**src/rtl/ird_pkg.sv**
```systemverilog
// shared types and constants for the ir remote pulse-width decoder
// no dependencies; used by the top level and its checker

package ird_pkg;

    localparam int CODE_W   = 25;
    localparam int KEY_W    = 4;
    localparam int TAP_W    = 8;
    localparam int RUN_W    = 8;
    localparam int HOLD_W   = 12;
    localparam int CFG_IDX_W = 2;
    localparam int KEY_COUNT = 13;

    localparam logic [KEY_W-1:0] KEY_UNKNOWN = 4'd13;

    localparam logic [RUN_W-1:0]  BIT_THRESHOLD_RST = 8'd4;
    localparam logic [RUN_W-1:0]  IDLE_LIMIT_RST    = 8'd100;
    localparam logic [HOLD_W-1:0] HOLD_PERIOD_RST   = 12'd1500;

    typedef enum logic [CFG_IDX_W-1:0] {
        CFG_BIT_THRESHOLD = 2'd0,
        CFG_IDLE_LIMIT    = 2'd1,
        CFG_HOLD_PERIOD   = 2'd2,
        CFG_UNUSED        = 2'd3
    } cfg_idx_t;

    typedef logic [CODE_W-1:0] code_t;

    // remote code for each key, in key index order
    localparam code_t KEY_CODES [KEY_COUNT] = '{
        25'd11719891, 25'd16961491, 25'd15913171, 25'd15389011, 25'd14864851,
        25'd14340691, 25'd13816531, 25'd13292371, 25'd12768211, 25'd12244051,
        25'd19058131, 25'd8050771,  25'd24823891
    };

    // parallel compare against the key table, first match wins
    function automatic logic [KEY_W-1:0] lookup_key(input code_t code);
        logic [KEY_W-1:0] key;
        key = KEY_UNKNOWN;
        for (int i = KEY_COUNT - 1; i >= 0; i--) begin
            if (KEY_CODES[i] == code) begin
                key = KEY_W'(i);
            end
        end
        return key;
    endfunction

endpackage

```
**src/rtl/ir_remote_pulse_width_decoder.sv**
```systemverilog
// ir remote pulse-width decoder: pin samples in, decoded frames out
// depends on ird_pkg (widths, key table, register indexes)
// path: input register then result register; out_valid is set from the result register
//   as the staged sample that ends a frame moves on
// throughput: one pin sample per cycle; stalls only while a finished frame
//   waits in the output register and the next frame also ends
// reset: rst_n async active low, clears decoder state and restores registers
//   to threshold 4, idle limit 100, hold period 1500; no clearing pass

module ir_remote_pulse_width_decoder #(
    parameter int BIT_COUNT = 25
) (
    input  logic                        clk,
    input  logic                        rst_n,
    // configuration write channel
    input  logic                        cfg_valid,
    output logic                        cfg_ready,
    input  logic [ird_pkg::CFG_IDX_W-1:0] cfg_index,
    input  logic [ird_pkg::HOLD_W-1:0]  cfg_data,
    // pin sample channel
    input  logic                        in_valid,
    output logic                        in_ready,
    input  logic                        pin_level,
    // frame result channel
    output logic                        out_valid,
    input  logic                        out_ready,
    output logic [ird_pkg::CODE_W-1:0]  code_word,
    output logic [ird_pkg::KEY_W-1:0]   key_index,
    output logic [ird_pkg::TAP_W-1:0]   tap_count
);
    import ird_pkg::*;

    // bit counter must hold BIT_COUNT itself
    localparam int IDX_W = $clog2(BIT_COUNT + 1);
    localparam logic [IDX_W-1:0] BIT_LAST = IDX_W'(BIT_COUNT);

    // configuration registers
    logic [RUN_W-1:0]  bit_threshold_reg;
    logic [RUN_W-1:0]  idle_limit_reg;
    logic [HOLD_W-1:0] hold_period_reg;

    // input register stage
    logic s1_valid_reg;
    logic pin_reg;

    // decoder state
    logic              armed_reg,     armed_next;
    logic [RUN_W-1:0]  high_run_reg,  high_run_next;
    logic [IDX_W-1:0]  bit_index_reg, bit_index_next;
    code_t             code_reg,      code_next;
    logic [HOLD_W-1:0] hold_reg,      hold_next;
    logic [TAP_W-1:0]  taps_reg,      taps_next;

    // output register
    logic              out_valid_reg;
    code_t             code_word_reg;
    logic [KEY_W-1:0]  key_index_reg;
    logic [TAP_W-1:0]  tap_count_reg;

    logic              frame_end;
    logic              take_bit;
    logic              code_full;
    logic [RUN_W-1:0]  run_inc;
    logic [HOLD_W-1:0] hold_inc;
    logic [IDX_W-1:0]  idx_after;
    logic              out_free;
    logic              s1_adv;
    logic              s1_fire;

    // registers are always writable; the user must write only while idle, the block does not enforce it
    assign cfg_ready = 1'b1;

    always_ff @(posedge clk or negedge rst_n)
    begin
        if (!rst_n)
        begin
            bit_threshold_reg <= BIT_THRESHOLD_RST;
            idle_limit_reg    <= IDLE_LIMIT_RST;
            hold_period_reg   <= HOLD_PERIOD_RST;
        end
        else if (cfg_valid && cfg_ready)
        begin
            case (cfg_idx_t'(cfg_index))
                CFG_BIT_THRESHOLD: bit_threshold_reg <= cfg_data[RUN_W-1:0];
                CFG_IDLE_LIMIT:    idle_limit_reg    <= cfg_data[RUN_W-1:0];
                CFG_HOLD_PERIOD:   hold_period_reg   <= cfg_data;
                default:           ;
            endcase
        end
    end

    // output slot frees when empty or taken this cycle
    assign out_free = !out_valid_reg || out_ready;
    // the staged sample moves on unless it ends a frame that has nowhere to go
    assign s1_adv   = !s1_valid_reg || !frame_end || out_free;
    assign s1_fire  = s1_valid_reg && s1_adv;
    assign in_ready = s1_adv;

    always_ff @(posedge clk or negedge rst_n)
    begin
        if (!rst_n)
        begin
            s1_valid_reg <= 1'b0;
        end
        else if (in_ready)
        begin
            s1_valid_reg <= in_valid;
        end
    end

    always_ff @(posedge clk)
    begin
        if (in_valid && in_ready)
        begin
            pin_reg <= pin_level;
        end
    end

    // one tick of the decoder on the staged sample
    always_comb
    begin
        run_inc   = (high_run_reg != {RUN_W{1'b1}}) ? high_run_reg + 1'b1 : high_run_reg;
        frame_end = s1_valid_reg && armed_reg && pin_reg && (run_inc > idle_limit_reg);

        // a low after a high run closes one bit
        take_bit  = armed_reg && !pin_reg && (high_run_reg != '0) && (bit_index_reg < BIT_LAST);
        code_next = code_reg;
        if (take_bit && (high_run_reg >= bit_threshold_reg))
        begin
            // bits past the stored width fall off the shift
            code_next = code_reg | (CODE_W'(1) << bit_index_reg);
        end
        idx_after = take_bit ? bit_index_reg + 1'b1 : bit_index_reg;
        code_full = (idx_after >= BIT_LAST);

        // hold timer runs once the code is complete; period 0 acts as 1
        hold_inc  = hold_reg + 1'b1;
        hold_next = hold_reg;
        taps_next = taps_reg;
        if (code_full)
        begin
            hold_next = hold_inc;
            if (hold_inc >= hold_period_reg)
            begin
                hold_next = '0;
                if (taps_reg != {TAP_W{1'b1}})
                begin
                    taps_next = taps_reg + 1'b1;
                end
            end
        end

        armed_next     = armed_reg;
        high_run_next  = high_run_reg;
        bit_index_next = idx_after;
        if (!pin_reg)
        begin
            armed_next    = 1'b1;
            high_run_next = '0;
        end
        else if (armed_reg)
        begin
            high_run_next = run_inc;
        end
    end

    always_ff @(posedge clk or negedge rst_n)
    begin
        if (!rst_n)
        begin
            armed_reg     <= 1'b0;
            high_run_reg  <= '0;
            bit_index_reg <= '0;
            code_reg      <= '0;
            hold_reg      <= '0;
            taps_reg      <= '0;
        end
        else if (s1_fire)
        begin
            if (frame_end)
            begin
                // frame done, start over
                armed_reg     <= 1'b0;
                high_run_reg  <= '0;
                bit_index_reg <= '0;
                code_reg      <= '0;
                hold_reg      <= '0;
                taps_reg      <= '0;
            end
            else
            begin
                armed_reg     <= armed_next;
                high_run_reg  <= high_run_next;
                bit_index_reg <= bit_index_next;
                code_reg      <= code_next;
                hold_reg      <= hold_next;
                taps_reg      <= taps_next;
            end
        end
    end

    // result register
    always_ff @(posedge clk or negedge rst_n)
    begin
        if (!rst_n)
        begin
            out_valid_reg <= 1'b0;
        end
        else if (s1_fire && frame_end)
        begin
            out_valid_reg <= 1'b1;
        end
        else if (out_ready)
        begin
            out_valid_reg <= 1'b0;
        end
    end

    always_ff @(posedge clk)
    begin
        if (s1_fire && frame_end)
        begin
            code_word_reg <= code_next;
            key_index_reg <= lookup_key(code_next);
            tap_count_reg <= taps_next;
        end
    end

    assign out_valid = out_valid_reg;
    assign code_word = code_word_reg;
    assign key_index = key_index_reg;
    assign tap_count = tap_count_reg;

endmodule

```
**config.mk**
```make
export PLATFORM = sky130hd
export DESIGN_NAME = ir_remote_pulse_width_decoder
export DESIGN_NICKNAME = d
export VERILOG_FILES = /design/src/rtl/ird_pkg.sv /design/src/rtl/ir_remote_pulse_width_decoder.sv
export SDC_FILE = /design/constraint.sdc
export NUM_CORES = 1
export LEC_CHECK = 0
export BUFFER_PORTS_ARGS = -buffer_cell sky130_fd_sc_hd__buf_2
export CORE_ASPECT_RATIO = 1.2
export CORE_MARGIN = 5
export CORE_UTILIZATION = 45
export DETAILED_ROUTE_END_ITERATION = 10
export GPL_ROUTABILITY_DRIVEN = 0
export SYNTH_ARGS = -nofsm -noshare
export SYNTH_HDL_FRONTEND = slang
export SYNTH_SLANG_ARGS = --single-unit
```
**constraint.sdc**
```tcl
create_clock -name clk -period 5.7 [get_ports clk]
set_input_delay 0.57 -clock clk [delete_from_list [all_inputs] [get_ports clk]]
set_output_delay 0.57 -clock clk [all_outputs]
set_load 0.1 [all_outputs]
```
# --- After elaboration in Yosys (flattened, before gate mapping) ---
# Index checks and enable logic that the tools add are counted.
op_classes:
  addsub: 4
  n_mul: 0
  div_mod_pow: 0
  order_cmp: 5
  eq_ne: 19
  shift: 1
  mux: 31
  bitwise: 1
  n_reduce_logical: 30
ops:
  columns: ["cell", "n"]
  rows:
  - ["24-bit by 25-bit equality test with 1-bit output (first input constant)", 9]
  - ["25-bit equality test (first input constant)", 3]
  - ["8-bit two-way mux", 8]
  - ["25-bit two-way mux", 2]
  - ["12-bit two-way mux", 3]
  - ["23-bit by 25-bit equality test with 1-bit output (first input constant)", 1]
  - ["25-bit OR", 1]
  - ["1-bit by 5-bit << shifter with 25-bit output (first input constant)", 1]
  - ["8-bit by 1-bit adder with 8-bit output (second input constant)", 2]
  - ["4-bit two-way mux", 4]
  - ["8-bit != test (second input constant)", 2]
  - ["12-bit by 1-bit adder with 12-bit output (second input constant)", 1]
  - ["12-bit greater-or-equal comparator", 1]
  - ["3-bit two-way mux", 4]
  - ["2-bit AND reduction", 6]
  - ["1-bit logical AND", 10]
  - ["5-bit two-way mux", 2]
  - ["8-bit greater-or-equal comparator", 1]
  - ["8-bit greater-than comparator", 1]
  - ["8-bit nonzero test", 1]
  - ["8-bit OR reduction", 1]
  - ["1-bit two-way mux", 6]
  - ["5-bit by 1-bit adder with 5-bit output (second input constant)", 1]
  - ["5-bit greater-or-equal comparator (second input constant)", 1]
  - ["other kinds (12)", 19]
word_totals:
  regBits: 127
  latchBits: 0
  mem_bits_rw: 0
  romBits: 0
  inputBits: 20
  out_inout_bits: 40
  mem_count: 0

# --- Logic depth before layout (Yosys ltp) ---
# Gate-level depths: netlist of run 1.
depth:
  word_depth: 19
  ltp_mapped: 18
  mapped_depth_nobuf: 17

# --- Worst setup path after synthesis of run 1 ---
# Ideal clock, no wire load.
synth_path:
  kind: "register -> register"
  from: "register high_run_reg[3]"
  to: "register code_word_reg[0], in the netlist code_word[0] (enable)"
  setup_ps: 416
  t_arrival_ps: 4486
  t_required_ps: 5284
  slack_ps: 798
  path_stages_with_launch: 17
  synth_period_minus_slack_ps: 4902
  cell_sequence: "dfrtp_1 -> clkbuf_1 -> nand4_1 -> nor2_1 -> nand2_1 -> o21ai_0 -> ha_1 -> nor2b_1 -> o21a_1 -> o21a_1 -> o21ai_1 -> a21oi_1 -> o31ai_1 -> o21a_1 -> nand2_1 -> inv_1 -> buf_1"
synth_via:
  elab_chain_len: 9
  word_cells_on_any_way: 10
  classes_between: "1 x add/sub; 1 x order compare; 1 x eq/ne; 1 x mux; 6 x reduce/logical"
synth_lines:
  columns: ["element", "line", "rtl"]
  rows:
  - ["from (decl)", "ir_remote_pulse_width_decoder.sv:48", "logic [RUN_W-1:0] high_run_reg, high_run_next;"]
  - ["from (signal assigned)", "ir_remote_pulse_width_decoder.sv:193", "high_run_reg <= high_run_next;"]
  - ["8-bit by 1-bit adder with 8-bit output / 8-bit != test (equally long branches)", "ir_remote_pulse_width_decoder.sv:122", "run_inc = (high_run_reg != {RUN_W{1'b1}}) ? high_run_reg + 1'b1 : high_run_reg;"]
  - ["8-bit two-way mux *", "ir_remote_pulse_width_decoder.sv:122", null]
  - ["8-bit greater-than comparator *", "ir_remote_pulse_width_decoder.sv:123", "frame_end = s1_valid_reg && armed_reg && pin_reg && (run_inc > idle_limit_reg);"]
  - ["1-bit logical AND *", "ir_remote_pulse_width_decoder.sv:123", null]
  - ["1-bit logical NOT", "ir_remote_pulse_width_decoder.sv:95", "assign s1_adv = !s1_valid_reg || !frame_end || out_free;"]
  - ["1-bit logical OR (2 in a row)", "ir_remote_pulse_width_decoder.sv:95", null]
  - ["1-bit logical AND", "ir_remote_pulse_width_decoder.sv:96", "assign s1_fire = s1_valid_reg && s1_adv;"]
  - ["1-bit logical AND *", "ir_remote_pulse_width_decoder.sv:221", "if (s1_fire && frame_end)"]
  - ["to (signal assigned)", "ir_remote_pulse_width_decoder.sv:223", "code_word_reg <= code_next;"]
  - ["to (decl)", "ir_remote_pulse_width_decoder.sv:56", "code_t code_word_reg;"]
# Every way passes the cells marked *; elsewhere a longest branch is shown, timed or not.
# A chain may end at the register's enable or synchronous reset.

# --- Worst setup path after layout of run 1 ---
layout_path:
  from: "register high_run_reg[0]"
  to: "output in_ready"
layout_via:
  elab_chain_len: 7
  word_cells_on_any_way: 8
  classes_between: "1 x add/sub; 1 x order compare; 1 x eq/ne; 1 x mux; 4 x reduce/logical"
layout_lines:
  columns: ["element", "line", "rtl"]
  rows:
  - ["8-bit by 1-bit adder with 8-bit output / 8-bit != test (equally long branches)", "ir_remote_pulse_width_decoder.sv:122", null]
  - ["8-bit two-way mux *", "ir_remote_pulse_width_decoder.sv:122", null]
  - ["8-bit greater-than comparator *", "ir_remote_pulse_width_decoder.sv:123", null]
  - ["1-bit logical AND *", "ir_remote_pulse_width_decoder.sv:123", null]
  - ["1-bit logical NOT *", "ir_remote_pulse_width_decoder.sv:95", null]
  - ["1-bit logical OR * (2 in a row)", "ir_remote_pulse_width_decoder.sv:95", null]
  - ["to (decl)", "ir_remote_pulse_width_decoder.sv:22", "output logic in_ready,"]
# Marked as above.

==> results of run 1 <==
[layout by cell type (no fill, tap or decap), types with 11 or more instances in the layout]
cell,synthesis,routed
sky130_fd_sc_hd__nand2_1,92,92
sky130_fd_sc_hd__dfrtp_1,78,78
sky130_fd_sc_hd__o21ai_1,15,15
sky130_fd_sc_hd__edfxtp_1,38,38
sky130_fd_sc_hd__inv_1,54,53
sky130_fd_sc_hd__buf_2,1,57
sky130_fd_sc_hd__a21oi_1,29,29
sky130_fd_sc_hd__clkbuf_16,0,17
sky130_fd_sc_hd__nor2_1,36,36
sky130_fd_sc_hd__and3_1,15,15
sky130_fd_sc_hd__ha_1,38,38
sky130_fd_sc_hd__xnor2_1,13,13
sky130_fd_sc_hd__dfstp_2,11,11
sky130_fd_sc_hd__o21ai_0,55,55
sky130_fd_sc_hd__nand3_1,20,20
sky130_fd_sc_hd__mux2_2,21,21
sky130_fd_sc_hd__nand2b_1,21,21
[area by class of cell]
cell class | instances | area, um^2
Multi-Input combinational cell | 490 | 3190
Inverter | 54 | 203
Timing Repair Buffer | 63 | 330
Sequential cell | 127 | 3380
Tap cell | 204 | 255
Clock buffer | 17 | 425
Clock inverter | 15 | 183
Fill cell | 1360 | 7050
[cells by family (layout without fill, tap and decap cells)]
kind of cell | after synthesis | count (layout)
and+or+nand+nor | 239 | 239
AOI/OAI and AO/OA | 170 | 170
DFF | 127 | 127
buffers and inverters | 75 | 149
adders and majority gates | 38 | 38
muxes | 23 | 23
xor gates and xnor gates | 19 | 19
other | 1 | 1
[per-stage QoR]
stage          hold WS, ns  setup slack [ns]  util, %  area (um^2)
2_1_floorplan        0.274             0.798        -         6870
3_3_place_gp         0.460              1.21     49.0         7360
3_5_place_dp         0.471              1.05     49.0         7360
4_1_cts              0.114             0.938     53.1         7970
5_1_grt              0.142             0.533     53.1         7970
6_report             0.112             0.964     53.1         7970
[power by group]
| part | internal [mW] | switching [mW] | total (mW) |
|---|---|---|---|
| clock network | 0.692 | 0.419 | 1.11 |
| registers | 1.10 | 0.123 | 1.23 |
| logic | 0.241 | 0.350 | 0.591 |
| total | 2.04 | 0.892 | 2.93 |
[worst max-delay path: stages, from the launching register on]
cell and delay, ns:
sky130_fd_sc_hd__dfrtp_1 0.44, sky130_fd_sc_hd__ha_1 0.21, sky130_fd_sc_hd__nand2_1 0.10, sky130_fd_sc_hd__nor2_1 0.12
sky130_fd_sc_hd__nand2_1 0.19, sky130_fd_sc_hd__o21ai_0 0.33, sky130_fd_sc_hd__ha_1 0.30, sky130_fd_sc_hd__nor2b_1 0.14
sky130_fd_sc_hd__o21a_1 0.16, sky130_fd_sc_hd__o21a_1 0.16, sky130_fd_sc_hd__o21ai_1 0.12, sky130_fd_sc_hd__a21oi_1 0.10
sky130_fd_sc_hd__o311ai_0 0.67, sky130_fd_sc_hd__nor2_1 0.19, sky130_fd_sc_hd__inv_1 0.08, sky130_fd_sc_hd__buf_2 0.42
[worst max path at each step]
stage	to	slack, ns	startpoint
5_1_grt	code_word[6]	0.53	high_run_reg[0]
6_report	in_ready	0.96	high_run_reg[0]
3_3_place_gp	code_word[1]	1.21	high_run_reg[0]
4_1_cts	in_ready	0.94	high_run_reg[0]
3_5_place_dp	code_word[0]	1.05	high_run_reg[0]
2_1_floorplan	code_word[0]	0.80	high_run_reg[3]
[metal layers]
layer	up-vias	wire length [um]	track usage [%]
met5	-	0	0
met4	0	529	8.35
met3	42	639	4.24
met2	127	7950	31.1
met1	2550	6810	23.5
li1	2578	-	-
==> results.txt, run 1 <==
----------------------------------------------------
[Timing]
  Final-report max-slew violation count ... 0
  Achievable clock frequency ... roughly 210 MHz
  Clk_skew ... about 0.0085 ns
  Transition time of the tightest slew-check pin ... 1.09 ns
  Headroom to the max-slew limit ... between 20% and 30%
  Final Setup Violations ... 0
  Unrepaired setup endpoints after global routing ... no
  Sum Neg Setup Slack ... 0 ns
  Hold Fails Final Rpt ... 0
  Post-route clock period utilization ... just over 80%
  Tmin final ... between 4 and 5 ns

[Clock network]
  Hold-fix buffers, CTS ... 0
  Clock-pin transition on the worst setup and hold timing paths ... about 0.060 ns
  Total clock buffers created by CTS ... 17
  Clock insertion delay at the later pin of the skew report ... around 0.42 ns
  Maximum level of the CTS H-tree ... 4
  Clock Tree Root ... sky130_fd_sc_hd__clkbuf_16
  Maximum clock insertion buffer count ... 2
  CTS tree ... yes
  # Post-CTS Setup Buffers ... 0
  Clock net sink count ... 127
  Resized Gates After CTS ... 0

[Synth]
  Cells after Synth ... a little under 700
  Leading register cell type out of synthesis ... sky130_fd_sc_hd__dfrtp_1
  Distinct cell type count of the synthesized netlist ... between 70 and 80
  Xor and xnor fraction of the mapped netlist area ... about 2.4%
  Flops & latches, synth ... around 130
  Cell types with the highest counts after synthesis ... 92 x sky130_fd_sc_hd__nand2_1, 78 x sky130_fd_sc_hd__dfrtp_1, 55 x sky130_fd_sc_hd__o21ai_0
  Post-Synth Simple-Gate Area ... between 15 and 20%
  Share of synthesized area spent on multiplexers ... under 10%
  Adder-cell area share of the yosys netlist ... between 6 and 7%
  Share of synthesized registers carrying an async set or reset ... a little over two thirds
  Cell type with the largest total area after synthesis ... sky130_fd_sc_hd__dfrtp_1
  Main combinational cell family by area after synthesis ... simple AND/OR/NAND/NOR gates
  Synth area leaders ... sky130_fd_sc_hd__dfrtp_1 28%, sky130_fd_sc_hd__edfxtp_1 17%, sky130_fd_sc_hd__ha_1 6.9%
  Syn Std Cell Area ... 6870 um^2
  Net count after synthesis ... between 700 and 800
  Fraction of the yosys area taken by sequential cells ... between 40% and 50%
  Compound-Gate Fraction of Synth Area ... around 16%
  Avg Cell Area, Syn ... 9.93 um^2
  Most numerous cell in the Yosys netlist ... sky130_fd_sc_hd__nand2_1
  Ys Warns ... 0
  Number of flops mapped to enable cells by yosys ... 38
  Area share of the largest cell type after synthesis ... 28.4%

[Drt]
  Average wire length per cell after detail routing ... around 16 um
  DRT Pass-1 Iters ... 4
  Vias post-DR ... roughly 5300
  Remaining design rule violation count ... 0
  Count of nets left with antenna violations after detail routing ... 0
  Iteration-0 DRC Markers ... roughly 400
  Vias per Instance ... around 5.5
  DRT Wirelength ... approximately 16000 um

[Layout]
  Ratio of cells with drive above 1 in the final layout ... between 10% and 20%
  Final #Nets ... between 800 and 900
  Diodes inserted ... 0
  Area grow syn2layout ... 16.0%
  Post-route insts no fill ... a little under 1000

[Place]
  Buffers on Ports ... 58
  Hpwl dp ... 11900 um
  Number of instances in the placed design ... 938

[Global routing]
  Largest net degree at the start of global routing ... 52
  Vias in the first global route ... 5366
  Residual overflow from global routing ... 0
  Initial antenna violation count ... 0
  Global-route usage over all layers ... a little under a fifth
  Global-route wire length before repair ... 26800 um

[Pwr]
  Power density of the placed cells ... roughly 370 nW/um^2
  Peak supply drop ... between 0.15 and 0.2 mV
  Leakage power total ... roughly 3.6 nW
  Tot Pwr ... slightly below 3 mW

[Setup path]
  Source of the worst register-to-register timing path ... high_run_reg[0]
  Critical Path Fanout Max ... 8
  Critical Path Source Type ... flop
  WP data arrival ... ~4.2 ns
  Crit path required time ... 5.13 ns
  Reg2reg path depth ... 17
  Flop-to-flop setup slack ... ~0.97 ns
  Critical Path Sink Type ... output pin
  Crit Path Category ... reg2out
  Reg2reg end ... code_word[3]

[Flow run]
  # Max-Cap Violations ... 0

[Run status]
  Outcome ... finished, final reports clean

[Floorplan]
  Floorplan die height ... around 150 um
  X dimension of the die ... 123 um
  DIE AREA ... around 18000 um^2
  Initial core utilization ... a little under half
  Core area ... 15000 um^2
  Cell row count ... 49
  Number of placed I/O pins ... 60

[Hold path]
  Class of the most critical hold timing path ... in2async

----------------------------------------------------
Note: power is estimated with default switching activity, not from simulation.
==> run 2: changes to the inputs <==
--- a/config.mk
+++ b/config.mk
@@ -11,6 +11,7 @@
 export CORE_UTILIZATION = 45
 export DETAILED_ROUTE_END_ITERATION = 10
 export GPL_ROUTABILITY_DRIVEN = 0
+export PLACE_DENSITY = 0.65
 export SYNTH_ARGS = -nofsm -noshare
 export SYNTH_HDL_FRONTEND = slang
 export SYNTH_SLANG_ARGS = --single-unit
==> constraint.sdc (replaced) <==
create_clock -name clk -period 4.35 [get_ports clk]
set_input_delay 0.435 -clock clk [delete_from_list [all_inputs] [get_ports clk]]
set_output_delay 0.435 -clock clk [all_outputs]
set_load 0.1 [all_outputs]
==> run 2 against run 1 <==
Compared with the run above: clock power rose by 11%; cell count grew 0.52%; via count grew 1.1%; utilization fell by 0.27 points; sequential share of layout area grew 0.22 points; critical endpoint unchanged.
==> results.txt, run 2 (synthesis gave the netlist of run 1 again) <==
----------------------------------------------------
[Clock network]
  Clock net sink count ... 127 (unchanged)
  # Post-CTS Setup Buffers ... 0 (unchanged)
  Maximum level of the CTS H-tree ... 4 (unchanged)
  Clock insertion delay at the later pin of the skew report ... 0.43 ns (was 0.42 ns)
  Hold-fix buffers, CTS ... 0 (unchanged)
  CTS tree ... yes (unchanged)
  Clock Tree Root ... sky130_fd_sc_hd__clkbuf_16 (unchanged)
  Total clock buffers created by CTS ... 17 (unchanged)
  Maximum clock insertion buffer count ... 2 (unchanged)
  Clock-pin transition on the worst setup and hold timing paths ... 0.06 ns (about the same)

[Floorplan]
  Core area ... 15000 um^2 (unchanged)
  X dimension of the die ... 123 um (unchanged)
  DIE AREA ... 17800 um^2 (unchanged)
  Initial core utilization ... 45.7% (unchanged)
  Floorplan die height ... 145 um (unchanged)
  Number of placed I/O pins ... 60 (unchanged)
  Cell row count ... 49 (unchanged)

[Setup path]
  Critical Path Sink Type ... output pin (unchanged)
  Sequence of cells on the critical path ... ha_1 > nand2_1 > nor2_1 > nand2_1 > o21ai_1 > ha_1 > nor2b_1 > o21a_1 > o21a_1 > o21ai_1 > a21oi_1 > o311ai_0 > buf_4 > nor2_1 > inv_1 > buf_4 (was ha_1 > nand2_1 > nor2_1 > nand2_1 > o21ai_0 > ha_1 > nor2b_1 > o21a_1 > o21a_1 > o21ai_1 > a21oi_1 > o311ai_0 > nor2_1 > inv_1 > buf_2)
  Cell type of the slowest stage on the worst timing path ... sky130_fd_sc_hd__dfrtp_1 (was sky130_fd_sc_hd__o311ai_0)
  WP data arrival ... 3.63 ns (was 4.17 ns)
  Kind of cell adding the most delay to the critical path ... compound AO/OA/AOI/OAI gates (unchanged)
  Critical Path Fanout Max ... 8 (unchanged)
  Reg2reg end ... hold_reg[2] (was code_word[3])
  Crit Path Category ... reg2out (unchanged)
  Number of buffers and inverters on the critical path ... 3 (was 2)
  Crit-path max cell delay ... 0.43 ns (was 0.67 ns)
  Crit path required time ... 3.91 ns (was 5.13 ns)
  Source of the worst register-to-register timing path ... high_run_reg[0] (unchanged)
  Reg2reg path depth ... 17 (unchanged)
  Flop-to-flop setup slack ... 0.45 ns (was 0.97 ns)
  Critical Path Source Type ... flop (unchanged)

[Drt]
  DRT Wirelength ... 15700 um (was 15900 um)
  Average wire length per cell after detail routing ... 16.1 um (was 16.4 um)
  Iteration-0 DRC Markers ... 302 (was 399)
  Count of nets left with antenna violations after detail routing ... 0 (unchanged)
  Vias post-DR ... 5353 (was 5297)
  DRT Pass-1 Iters ... 5 (was 4)
  Remaining design rule violation count ... 0 (unchanged)
  Vias per Instance ... 5.49 (was 5.46)

[Timing]
  Tmin final ... between 4 and 5 ns
  Clk_skew ... 0.0104 ns (was 0.00854 ns)
  Transition time of the tightest slew-check pin ... 0.781 ns (was 1.09 ns)
  Unrepaired setup endpoints after global routing ... no (unchanged)
  Hold Fails Final Rpt ... 0 (unchanged)
  Sum Neg Setup Slack ... 0 ns (unchanged)
  Headroom to the max-slew limit ... 47.7% (was 26.5%)
  Final Setup Violations ... 0 (unchanged)
  Post-route clock period utilization ... between 90% and 100%
  Achievable clock frequency ... around 250 MHz
  Final-report max-slew violation count ... 0 (unchanged)

[Global routing]
  Initial antenna violation count ... 0 (unchanged)
  Vias in the first global route ... 5484 (was 5366)
  Global-route wire length before repair ... 26400 um (was 26800 um)
  Largest net degree at the start of global routing ... 58 (was 52)
  Global-route usage over all layers ... 18.5% (was 18.9%)
  Residual overflow from global routing ... 0 (unchanged)

[Place]
  Number of instances in the placed design ... 944 (was 938)
  Hpwl dp ... 11600 um (was 11900 um)
  Buffers on Ports ... 58 (unchanged)

[Flow run]
  # Max-Cap Violations ... 0 (unchanged)

[Hold path]
  Class of the most critical hold timing path ... in2async (unchanged)

[Layout]
  Area grow syn2layout ... 15.4% (was 16.0%)
  Diodes inserted ... 0 (unchanged)
  Post-route insts no fill ... 975 (was 970)
  Ratio of cells with drive above 1 in the final layout ... 18.3% (was 17.9%)
  Most common cell after layout, fill and taps aside ... sky130_fd_sc_hd__nand2_1 (unchanged)
  Most frequent cells in the layout ... 92 x sky130_fd_sc_hd__nand2_1, 78 x sky130_fd_sc_hd__dfrtp_1, 56 x sky130_fd_sc_hd__buf_2 (was 92 x sky130_fd_sc_hd__nand2_1, 78 x sky130_fd_sc_hd__dfrtp_1, 57 x sky130_fd_sc_hd__buf_2)
  Final #Nets ... 817 (was 811)

[Pwr]
  Leakage power total ... 3.57 nW (was 3.58 nW)
  Peak supply drop ... 0.230 mV (was 0.177 mV)
  Power density of the placed cells ... 456 nW/um^2 (was 367 nW/um^2)

[Run status]
  Outcome ... finished, final reports clean (unchanged)

----------------------------------------------------
==> run 2: cell count changes in the layout (fill, tap and decap cells not counted), sizes merged <==
cell      previous run  this run
inv                 59        54
clkinvlp             3         4
bufinv               3         0
clkbuf              17        19
buf                 63        69
clkinv               4         8
==> run 2: worst max-delay path by stage <==
stage                    startpoint           end  cells after the start
floorplan           high_run_reg[3]  code_word[0]                     16
global placement    high_run_reg[0]   hold_reg[6]                     17
detailed placement  high_run_reg[0]   hold_reg[6]                     17
CTS                 high_run_reg[0]      in_ready                     16
global route        high_run_reg[0]      in_ready                     17
finish              high_run_reg[0]      in_ready                     16
==> run 2: area by class of cell <==
type / instances / area [um^2]
sequential: 127 / 3380
timing repair buffer: 69 / 390
fill: 1373 / 7090
multi-input combinational: 490 / 3190
tap: 204 / 255
clock inverter: 12 / 73.8
inverter: 54 / 203
clock buffer: 19 / 433
==> run 2: repair_timing <==
item | in CTS | in global routing
endpoints found under the hold margin | 0 | 0
resized for setup | 0 | 3
setup endpoints to repair | 0 | 2
==> run 2: per-stage QoR <==
| stage | util (%) | hold slack [ns] | area [um^2] | setup slack [ns] | power (mW) |
|---|---|---|---|---|---|
| 4_1_cts | 52.8 | 0.0957 | 7930 | 0.0505 | 3.64 |
| 6_report | 52.8 | 0.0678 | 7930 | 0.282 | 3.61 |
| 2_1_floorplan | - | 0.139 | 6880 | 0.00413 | 2.15 |
| 3_5_place_dp | 49.4 | 0.466 | 7420 | 0.448 | 2.40 |
| 5_1_grt | 52.8 | 0.133 | 7930 | 0.0289 | 3.82 |
| 3_3_place_gp | 49.4 | 0.458 | 7420 | 0.613 | 2.35 |
==> run 2: metal layers <==
layer / vias to the layer above / GRT usage [%] / share of wire (%)
met5: - / 0 / 0
met4: 0 / 6.95 / 2.4
met3: 34 / 4.55 / 4.5
met2: 158 / 31.6 / 52
met1: 2582 / 22.4 / 41
li1: 2579 / - / -
==> run 2: worst register-to-register path: stages (launching register included) <==
cell and delay [ns]:
sky130_fd_sc_hd__dfrtp_1 0.43, sky130_fd_sc_hd__ha_1 0.21, sky130_fd_sc_hd__nand2_1 0.09, sky130_fd_sc_hd__nor2_1 0.15
sky130_fd_sc_hd__nand2_1 0.21, sky130_fd_sc_hd__o21ai_1 0.25, sky130_fd_sc_hd__ha_1 0.28, sky130_fd_sc_hd__nor2b_1 0.14
sky130_fd_sc_hd__o21a_1 0.16, sky130_fd_sc_hd__o21a_1 0.16, sky130_fd_sc_hd__o21ai_1 0.11, sky130_fd_sc_hd__a21oi_1 0.09
sky130_fd_sc_hd__o31ai_1 0.23, sky130_fd_sc_hd__buf_4 0.18, sky130_fd_sc_hd__o21a_1 0.26, sky130_fd_sc_hd__nand2_1 0.41
sky130_fd_sc_hd__o21ai_0 0.28, sky130_fd_sc_hd__o21ai_0 0.12
==> run 2: where the power goes <==
part	switching [mW]	internal [mW]
combinational	0.462	0.320
sequential	0.153	1.45
clock	0.518	0.714
total	1.13	2.48
